## src/hdl/flpw_pkg.sv

```systemverilog
// Shared types and constants of the four-level page walker.
// Used by flpw_ctrl, flpw_dp and four_level_page_walker; no dependencies.
`default_nettype none

package flpw_pkg;

    localparam int ENTRY_SLOTS = 512;
    localparam int SLOT_W      = 9;
    localparam int VIRT_BITS   = 48;
    localparam int PAGE_SHIFT  = 12;

    localparam logic       OP_WRITE = 1'b0;
    localparam logic       OP_XLATE = 1'b1;

    localparam logic [1:0] LAST_LEVEL = 2'd3;

    localparam logic [2:0] FLT_OK       = 3'd0;
    localparam logic [2:0] FLT_NONCANON = 3'd1;
    localparam logic [2:0] FLT_ABSENT   = 3'd2;
    localparam logic [2:0] FLT_USER     = 3'd3;
    localparam logic [2:0] FLT_WRITE    = 3'd4;
    localparam logic [2:0] FLT_LARGE    = 3'd5;
    localparam logic [2:0] FLT_OUTSIDE  = 3'd6;

    // entry bit positions
    localparam int PTE_PRESENT  = 0;
    localparam int PTE_WRITABLE = 1;
    localparam int PTE_USER     = 2;
    localparam int PTE_LARGE    = 7;

    typedef struct packed {
        logic        opcode;
        logic [12:0] entry_index;
        logic [63:0] entry_value;
        logic [63:0] virt_address;
        logic        need_user;
        logic        need_write;
    } t_flpw_in;

    typedef struct packed {
        logic [51:0] phys_address;
        logic        translated;
        logic [2:0]  fault_code;
        logic        kernel_page;
    } t_flpw_out;

    typedef enum logic [1:0] {
        ST_CLEAR,
        ST_IDLE,
        ST_WALK
    } t_state;

    typedef struct packed {
        logic clr;      // one store word cleared
        logic load;     // transaction accepted
        logic walk;     // evaluate the entry just read
        logic finish;   // result register loads
    } t_flpw_cmd;

    typedef struct packed {
        logic clr_last;  // clearing pass at its last word
        logic load_end;  // accepted item completes without a walk
        logic walk_end;  // walk stops at this level
    } t_flpw_sts;

endpackage

`default_nettype wire

```

## src/hdl/flpw_ctrl.sv

```systemverilog
// Controller of the page walker: clearing pass, accept and walk sequencing.
// Depends on flpw_pkg.
`default_nettype none

module flpw_ctrl (
    input  wire                  i_clk,
    input  wire                  i_rst_n,
    input  wire                  i_start,
    input  flpw_pkg::t_flpw_sts  i_sts,
    output flpw_pkg::t_flpw_cmd  o_cmd,
    output logic                 o_busy
);

    flpw_pkg::t_state r_state;
    flpw_pkg::t_state n_state;

    always_ff @(posedge i_clk) begin
        if (!i_rst_n) begin
            r_state <= flpw_pkg::ST_CLEAR;
        end else begin
            r_state <= n_state;
        end
    end

    always_comb begin
        n_state = r_state;
        case (r_state)
            flpw_pkg::ST_CLEAR: begin
                if (i_sts.clr_last) begin
                    n_state = flpw_pkg::ST_IDLE;
                end
            end
            flpw_pkg::ST_IDLE: begin
                if (i_start && !i_sts.load_end) begin
                    n_state = flpw_pkg::ST_WALK;
                end
            end
            flpw_pkg::ST_WALK: begin
                if (i_sts.walk_end) begin
                    n_state = flpw_pkg::ST_IDLE;
                end
            end
            default: n_state = flpw_pkg::ST_CLEAR;
        endcase
    end

    always_comb begin
        o_cmd  = '0;
        o_busy = 1'b1;
        case (r_state)
            flpw_pkg::ST_CLEAR: begin
                o_cmd.clr = 1'b1;
            end
            flpw_pkg::ST_IDLE: begin
                o_busy       = 1'b0;
                o_cmd.load   = i_start;
                o_cmd.finish = i_start && i_sts.load_end;
            end
            flpw_pkg::ST_WALK: begin
                o_cmd.walk   = 1'b1;
                o_cmd.finish = i_sts.walk_end;
            end
            default: o_cmd = '0;
        endcase
    end

    a_finish_idle: assert property (@(posedge i_clk) disable iff (!i_rst_n)
        o_cmd.finish |=> r_state == flpw_pkg::ST_IDLE)
        else $error("no return to idle after a result");

    a_clear_exit: assert property (@(posedge i_clk) disable iff (!i_rst_n)
        (r_state == flpw_pkg::ST_CLEAR) && i_sts.clr_last |=> r_state == flpw_pkg::ST_IDLE)
        else $error("clearing pass did not end");

    a_load_no_clear: assert property (@(posedge i_clk) disable iff (!i_rst_n)
        o_cmd.load |=> r_state != flpw_pkg::ST_CLEAR)
        else $error("clearing pass re-entered after a transaction");

endmodule

`default_nettype wire

```

## config.mk

```make
export PLATFORM = sky130hd
export DESIGN_NAME = flpw_ctrl
export DESIGN_NICKNAME = d
export VERILOG_FILES = /design/src/hdl/flpw_pkg.sv /design/src/hdl/flpw_ctrl.sv
export SDC_FILE = /design/constraint.sdc
export NUM_CORES = 1
export LEC_CHECK = 0
export BUFFER_PORTS_ARGS = -buffer_cell sky130_fd_sc_hd__buf_2
export CAP_MARGIN = 25
export CELL_PAD_IN_SITES_DETAIL_PLACEMENT = 2
export CELL_PAD_IN_SITES_GLOBAL_PLACEMENT = 2
export CORE_AREA = 2 2 39 41
export DETAILED_ROUTE_END_ITERATION = 10
export DIE_AREA = 0 0 41 43
export GPL_TIMING_DRIVEN = 0
export PLACE_DENSITY = 0.52
export SLEW_MARGIN = 20
export SYNTH_ARGS = -nofsm -noshare
export SYNTH_HDL_FRONTEND = slang
export SYNTH_SLANG_ARGS = --single-unit
```

## constraint.sdc

```tcl
create_clock -name i_clk -period 1.75 [get_ports i_clk]
set_input_delay 0.0875 -clock i_clk [delete_from_list [all_inputs] [get_ports i_clk]]
set_output_delay 0.0875 -clock i_clk [all_outputs]
set_load 0.05 [all_outputs]
```

==> results of run 1 <==
## layout make-up
type	instances	area [µm²]	share of cell area, %
clock buffers	3	22.5	7.63
inverters	6	22.5	7.63
multi-input cells	16	140	47.5
flip-flops and latches	2	40.0	13.6
well taps	16	20.0	6.78
repair buffers	10	50.0	16.9
## layer usage
| metal | share of wire [%] | vias up |
|---|---|---|
| li1 | - | 105 |
| met1 | 44 | 96 |
| met2 | 46 | 10 |
| met3 | 9.7 | 0 |
| met4 | 0 | 0 |
| met5 | 0 | - |
## worst max-delay path, stage by stage, from the launching register on
cell	delay, ns
dfxtp_1	0.37
inv_1	0.10
ha_1	0.21
and2_1	0.17
a22oi_1	0.18
nor2b_2	0.06
buf_2	0.21
## logic make-up (layout without fill, tap and decap cells)
group / after synthesis / in the layout / synth area share, %
compound gates: 3 / 3 / 12.5
simple gates: 6 / 6 / 15.0
flops: 2 / 2 / 20.0
fa+ha+maj: 5 / 5 / 31.3
mux: 2 / 2 / 10.0
buf+inv: 6 / 19 / 11.2
## final timing paths
path | start | end | slack (ns) | cells after the start
max | r_state[1]$_SDFFE_PN0P_ | o_cmd[0] | 0.14 | 6
min | i_rst_n | r_state[0]$_SDFFE_PN0P_ | 0.17 | 3
max reg2reg | r_state[0]$_SDFFE_PN0P_ | r_state[1]$_SDFFE_PN0P_ | 0.16 | 4
min reg2reg | r_state[1]$_SDFFE_PN0P_ | r_state[1]$_SDFFE_PN0P_ | 0.52 | 2
## placed cells by master, fill, tap and decap left out
| master | instances |
|---|---|
| nand2b_1 | 1 |
| dfxtp_1 | 2 |
| ha_1 | 5 |
| buf_2 | 10 |
| a22oi_1 | 1 |
| a222oi_1 | 1 |
| inv_1 | 6 |
| nand2_1 | 3 |
| and2_1 | 1 |
| o211ai_1 | 1 |
| mux2i_1 | 2 |
| clkbuf_4 | 3 |
| nor2b_2 | 1 |
## power by group through the flow
| stage | clock, mW | combinational, mW | sequential [mW] |
|---|---|---|---|
| finish | 0.100 | 0.367 | 0.0906 |
| global route | 0.115 | 0.395 | 0.0952 |
| CTS | 0.107 | 0.373 | 0.0924 |
| detailed placement | 0 | 0.370 | 0.0923 |
| global placement | 0 | 0.367 | 0.0893 |
| floorplan | 0 | 0.299 | 0.0834 |
## stage by stage
step	util, %	hold WS, ns	area (µm²)	setup slack [ns]
floorplan	-	0.234	203	0.0248
global placement	19.7	0.386	273	0.211
detailed placement	19.7	0.403	273	0.127
CTS	21.3	0.167	295	0.107
global route	21.3	0.162	295	0.0298
finish	21.3	0.170	295	0.144
==> run metrics, run 1 <==
post-route non-filler standard cell count=53; power per standard cell area=1890 mW/mm²; Pint=0.252 mW; Setup Total Neg Slack=0 ns; Routed WL=548 µm; mean post-synth cell area=8.34 µm²; DPL Wire Length=464 µm; final antenna-violating net count=0; CP Launch Type=flop; biggest regs=r_state x2; Clock Latency Late Sink=0.22 ns; most numerous cell in the Yosys netlist=inv_1; Worst-path clk slew=0.03 ns; FP Rows=14; fin crit period=1.61 ns; max_slew headroom=64.5%; first-pass GRT wire length=828 µm; wire per inst=10.3 µm; crit path capture type=primary output; Pins Over Slew Limit=0; final hold vios=0; WP data required=1.66 ns; H-tree level count=1; Synth top area share=31.3%; arrival time worst endpoint=1.52 ns; Slew @ Worst Pin=0.533 ns; Inst Count DP=50; PortBufs=10; worst vdd ir=346 µV; clock root buffer master=clkbuf_4; vias in the first global route=220; total chip power=0.557 mW; Fillers=169; Clock Path Buffers=2; Post-Syn Nets=35; Switching Share=54.8%; Die ar.=0.00176 mm²; pin count of the biggest net entering global routing=6; top_reg_cell synth=dfxtp_1; drt pass-1 iters=4; Post-synth top cells=inv_1, ha_1, nand2_1; Synth Register Bits=2; vias=211; Switching Power=0.306 mW; CTS resizes=0; initial drt markers=5; Setup Buffers After CTS=0; n_diodes=0; DIE HEIGHT=43 µm; GRT overflow=0; gr usage total=7.51%; Die X=41 µm; clock skew=0.000724 ns; worst min path class=input pin to flop; initial antenna violation count=0; RSZ-0062 raised after global routing=false; IO Count=11; final setup vio count=0; gr busiest metal=met2; count of cell types in the netlist=11; Largest register FFs=2; initial core utilization=14.5%; CP max FO=4; combinational share of power=65.8%; GPL Wtd Cong=0.572; ratio of routed vias to standard cells=3.98; top post-synthesis cells by area=ha_1, dfxtp_1, inv_1, mux2i_1, nand2_1; asr flop ratio synth=0%; most flop-heavy register=r_state; number of flops mapped to enable cells by yosys=0; outcome=completed; DRC violations left=0; Max Cap Viol=0; hold buffers post-CTS=0; met2 Track Usage GR=10.6%; met1 GRT Util=7.32%; power share of the clock group=18.0%; met3 global-route usage=3.14%; yosys warns=0; Post-Syn Instances=24; synth-to-layout area growth=47.5%; WS Path Type=flop to primary output; CTS tree=built; fraction of layout cells with a size suffix above 1=37.8%; Nets=50; sequential share of the synthesized area=20.0%; top cell type by total area after synthesis=ha_1; Mapped Area=200 µm²; CTS buffer count=3; Std-Cell Core Area=0.00138 mm²; crit share post-route=91.8%; # clock sinks=2; Fmax=623 MHz; Reg power frac=16.3%; Lkg Pwr=0.155 nW
No activity file was read; power rests on OpenSTA's default activity.
==> run 2: changes to the inputs <==
- RECOVER_POWER: unset -> 25
==> run 2 against run 1 <==
  * Fmax about the same
  * Largest cell class unchanged
  * Final cell count unchanged
  * Die area unchanged
  * Critical endpoint unchanged
  * Global-route usage unchanged
==> run metrics, run 2 (synthesis results as in run 1) <==
outcome=completed; most flop-heavy register=r_state; WS Path Type=flop to primary output; Clock Path Buffers=2 (unchanged); n_diodes=0 (unchanged); WP data required=1.66 ns (about the same); Std-Cell Core Area=0.00138 mm² (unchanged); first-pass GRT wire length=828 µm (unchanged); CTS tree=built; fraction of layout cells with a size suffix above 1=35.1% (-2.7 points); clock skew=0.000724 ns (unchanged); Nets=50 (unchanged); Setup Buffers After CTS=0 (unchanged); gr usage total=7.51% (unchanged); CP Launch Type=flop; initial drt markers=5 (unchanged); clock root buffer master=clkbuf_4; arrival time worst endpoint=1.52 ns (about the same); H-tree level count=1 (unchanged); pin count of the biggest net entering global routing=6 (unchanged); wire per inst=10.4 µm (+0.36%); Worst-path clk slew=0.03 ns (about the same); register area=40.0 µm² (unchanged); Clock Latency Late Sink=0.22 ns (about the same); Pins Over Slew Limit=0 (unchanged); Fillers=169 (unchanged); final antenna-violating net count=0 (unchanged); CTS buffer count=3 (unchanged); worst min path class=input pin to flop; Slew @ Worst Pin=0.588 ns (+0.0550 ns); DRC violations left=0 (unchanged); final setup vio count=0 (unchanged); initial core utilization=14.5% (unchanged); GRT overflow=0 (unchanged); DPL Wire Length=464 µm (unchanged); hold buffers post-CTS=0 (unchanged); vias=211 (unchanged); Largest register FFs=2 (unchanged); max_slew headroom=61.0% (-3.5 points); RSZ-0062 raised after global routing=false; commonest cells after routing, fill and taps aside=buf_2, inv_1, ha_1, nand2_1, clkbuf_4; crit share post-route=91.8% (about the same); Setup Total Neg Slack=0 ns (unchanged); Die X=41 µm (unchanged); PortBufs=10 (unchanged); power per standard cell area=1890 mW/mm² (about the same); crit path capture type=primary output; biggest regs=r_state x2; Lkg Pwr=0.153 nW (-1.2%); area of the multi-input gates=140 µm² (unchanged); DIE HEIGHT=43 µm (unchanged); initial antenna violation count=0 (unchanged); CP max FO=4 (unchanged); CTS resizes=0 (unchanged); Fmax=623 MHz (about the same); GPL Wtd Cong=0.572 (unchanged); vias in the first global route=220 (unchanged); Worst R2R Path Depth=4 (unchanged); Max Cap Viol=0 (unchanged); ratio of routed vias to standard cells=3.98 (unchanged); IO Count=11 (unchanged); fin crit period=1.61 ns (+0.000402 ns); most common cell after layout, fill and taps aside=buf_2; FP Rows=14 (unchanged); Routed WL=550 µm (+0.36%); Die ar.=0.00176 mm² (unchanged); hold depth=3 (unchanged); total chip power=0.555 mW (-0.52%); final hold vios=0 (unchanged); synth-to-layout area growth=46.9%; drt pass-1 iters=4 (unchanged); worst vdd ir=346 µV (about the same); # clock sinks=2 (unchanged)
[run 2: changes by cell type in the layout (fill, tap and decap cells not counted)]
cell	change
clkbuf_1	+1
buf_2	-1
[run 2: where the power goes]
group / internal [mW] / switching [mW]
Sequential: 0.0651 / 0.0256
Clock: 0.0755 / 0.0246
Combinational: 0.108 / 0.256
Total: 0.248 / 0.306
[run 2: worst max-delay path, stage by stage, from the launching register on]
cell     delay [ns]
dfxtp_1        0.37
inv_1          0.10
ha_1           0.21
and2_1         0.17
a22oi_1        0.18
nor2b_2        0.06
buf_2          0.21
[run 2: cell type report]
cell class | count | area share [%]
Timing Repair Buffer | 10 | 16.6
Clock buffer | 3 | 7.66
Inverter | 6 | 7.66
Tap cell | 16 | 6.81
Sequential cell | 2 | 13.6
Multi-Input combinational cell | 16 | 47.7
[run 2: stage by stage]
stage          setup slack [ns]  utilization, %  cell area (µm²)  hold slack [ns]  instances
2_1_floorplan            0.0248               -              203            0.234         24
3_3_place_gp              0.211            19.7              273            0.386         50
3_5_place_dp              0.127            19.7              273            0.403         50
4_1_cts                   0.107            21.3              295            0.167         53
5_1_grt                  0.0298            21.2              294            0.162         53
6_report                  0.144            21.2              294            0.170         53
[run 2: path summary, 6_finish.rpt]
check / startpoint / to / slack, ns
hold reg to reg: r_state[1]$_SDFFE_PN0P_ / r_state[1]$_SDFFE_PN0P_ / 0.52
setup reg to reg: r_state[0]$_SDFFE_PN0P_ / r_state[1]$_SDFFE_PN0P_ / 0.16
hold / removal: i_rst_n / r_state[0]$_SDFFE_PN0P_ / 0.17
setup / recovery: r_state[1]$_SDFFE_PN0P_ / o_cmd[0] / 0.14
[run 2: routing by layer]
metal	track usage, %	up-vias	share of wire, %
met5	0	-	0
met4	8.00	0	0
met3	3.14	0	9.6
met2	10.6	10	46
met1	7.32	96	44
li1	-	105	-
==> run 3: changes to the inputs <==
- CORE_AREA: 2 2 39 41 -> 5 5 42 44
- DIE_AREA: 0 0 41 43 -> 0 0 47 49
==> run 3 against run 2 <==
  * Critical endpoint unchanged
  * Global-route usage fell by 0.91 points
  * Sequential power up 1%
  * Fmax grew 1.3%
  * Final cell count unchanged
  * Highest routed layer is now met2
  * Clock power barely moved
  * Die area up 31%
  * Setup slack gained 0.021 ns
==> run metrics, run 3 (synthesis results as in run 1) <==
FP Rows=14 (unchanged); first-pass GRT wire length=1.06 mm (+27%); RSZ-0062 raised after global routing=false; PortBufs=10 (unchanged); met2 Track Usage GR=10.9% (+0.23 points); final setup vio count=0 (unchanged); Worst R2R Path Depth=4 (unchanged); WS Path Type=flop to primary output; clock skew=0.000312 ns (-0.000413 ns); Die X=47 µm (+15%); DRC violations left=0 (unchanged); Slew @ Worst Pin=0.604 ns (+0.0160 ns); worst vdd ir=425 µV (+23%); Pint=0.249 mW (+0.40%); crit path capture type=primary output; initial antenna violation count=0 (unchanged); hold buffers post-CTS=0 (unchanged); arrival time worst endpoint=1.50 ns (-0.02 ns); # clock sinks=2 (unchanged); vias=202 (-4.3%); Clock Path Buffers=2 (unchanged); clock root buffer master=clkbuf_4; met3 global-route usage=3.32% (+0.18 points); total chip power=0.560 mW (+0.97%); Fillers=176 (+4.1%); Pins Over Slew Limit=0 (unchanged); initial core utilization=14.3% (-0.18 points); pin count of the biggest net entering global routing=6 (unchanged); synth-to-layout area growth=47.5%; DIE HEIGHT=49 µm (+14%); most common cell after layout, fill and taps aside=buf_2; GRT overflow=0 (unchanged); Max Cap Viol=0 (unchanged); outcome=completed; n_diodes=0 (unchanged); Fmax=631 MHz (+1.3%); initial drt markers=1 (-4); power share of the clock group=18.0% (about the same); most flop-heavy register=r_state; CP Launch Type=flop; hold depth=3 (unchanged); Switching Share=55.5% (+0.25 points); Worst-path clk slew=0.03 ns (about the same); power per standard cell area=1900 mW/mm² (+0.54%); worst min path class=input pin to flop; WP data required=1.66 ns (about the same); FF-to-FF setup slack=0.20 ns (+0.04 ns); drt pass-1 iters=4 (unchanged); final antenna-violating net count=0 (unchanged); gr usage total=6.60% (-0.91 points); Lkg Pwr=0.153 nW (+0.29%); Switching Power=0.311 mW (+1.4%); Nets=50 (unchanged); Routed WL=590 µm (+7.3%); fin crit period=1.59 ns (-0.0210 ns); CTS buffer count=3 (unchanged); crit share post-route=90.6% (-1.2 points); final hold vios=0 (unchanged); CP max FO=4 (unchanged); ratio of routed vias to standard cells=3.81 (-4.3%); fraction of layout cells with a size suffix above 1=37.8% (+2.7 points); gr busiest metal=met2; commonest cells after routing, fill and taps aside=buf_2, inv_1, ha_1, nand2_1, clkbuf_4; biggest regs=r_state x2; Setup Total Neg Slack=0 ns (unchanged); Reg power frac=16.3% (about the same); Largest register FFs=2 (unchanged); H-tree level count=1 (unchanged); vias in the first global route=233 (+5.9%); Clock Latency Late Sink=0.22 ns (about the same); Die ar.=0.00230 mm² (+31%); Std-Cell Core Area=0.00140 mm² (+1.3%); CTS tree=built; combinational share of power=65.7% (about the same); IO Count=11 (unchanged); max_slew headroom=59.9% (-1.1 points); met1 GRT Util=6.10% (-1.2 points); wire per inst=11.1 µm (+7.3%); DPL Wire Length=500 µm (+7.8%); GPL Wtd Cong=0.623 (+9.0%)
[run 3: worst paths after layout]
path                                                 to                    start
worst min-delay path            r_state[1]$_SDFFE_PN0P_                  i_rst_n
worst min register to register  r_state[1]$_SDFFE_PN0P_  r_state[1]$_SDFFE_PN0P_
worst max-delay path                           o_cmd[0]  r_state[1]$_SDFFE_PN0P_
worst max register to register  r_state[0]$_SDFFE_PN0P_  r_state[0]$_SDFFE_PN0P_
[run 3: final cells by class]
class	count	area, µm²	area share [%]
clock buffers	3	22.5	7.63
inverters	6	22.5	7.63
multi-input cells	16	140	47.5
flip-flops and latches	2	41.3	14.0
well taps	16	20.0	6.78
repair buffers	10	48.8	16.5
[run 3: power by group through the flow]
stage          logic [mW]  registers, mW  clock network (mW)
2_1_floorplan       0.299         0.0834                   0
3_3_place_gp        0.367         0.0919                   0
3_5_place_dp        0.374         0.0930                   0
4_1_cts             0.375         0.0923               0.108
5_1_grt             0.392         0.0996               0.120
6_report            0.368         0.0915               0.101
[run 3: metrics by stage]
| step | std cells | hold slack [ns] | util (%) | worst slack (ns) | area (µm²) |
|---|---|---|---|---|---|
| floorplan | 24 | 0.234 | - | 0.0248 | 203 |
| global placement | 50 | 0.381 | 19.5 | 0.171 | 273 |
| detailed placement | 50 | 0.386 | 19.5 | 0.169 | 273 |
| CTS | 53 | 0.149 | 21.1 | 0.0774 | 295 |
| global route | 53 | 0.136 | 21.1 | 0.0366 | 295 |
| finish | 53 | 0.149 | 21.1 | 0.165 | 295 |
[run 3: repair_timing]
item / CTS / global route
endpoints found under the setup margin: 0 / 1
setup buffers: 0 / 0
resized for setup: 0 / 1
[run 3: critical path: stages, from the launching register on]
cell and delay, ns:
dfxtp_2 0.35, inv_1 0.08, ha_1 0.22, and2_1 0.19
a22oi_1 0.17, nor2b_2 0.06, buf_2 0.21
[run 3: per-layer routing]
| layer | vias up | share of wire [%] | wire (µm) |
|---|---|---|---|
| li1 | 104 | - | - |
| met3 | 0 | 0 | 0 |
| met4 | 0 | 0 | 0 |
| met5 | - | 0 | 0 |
| met2 | 0 | 61 | 360 |
| met1 | 98 | 39 | 229 |
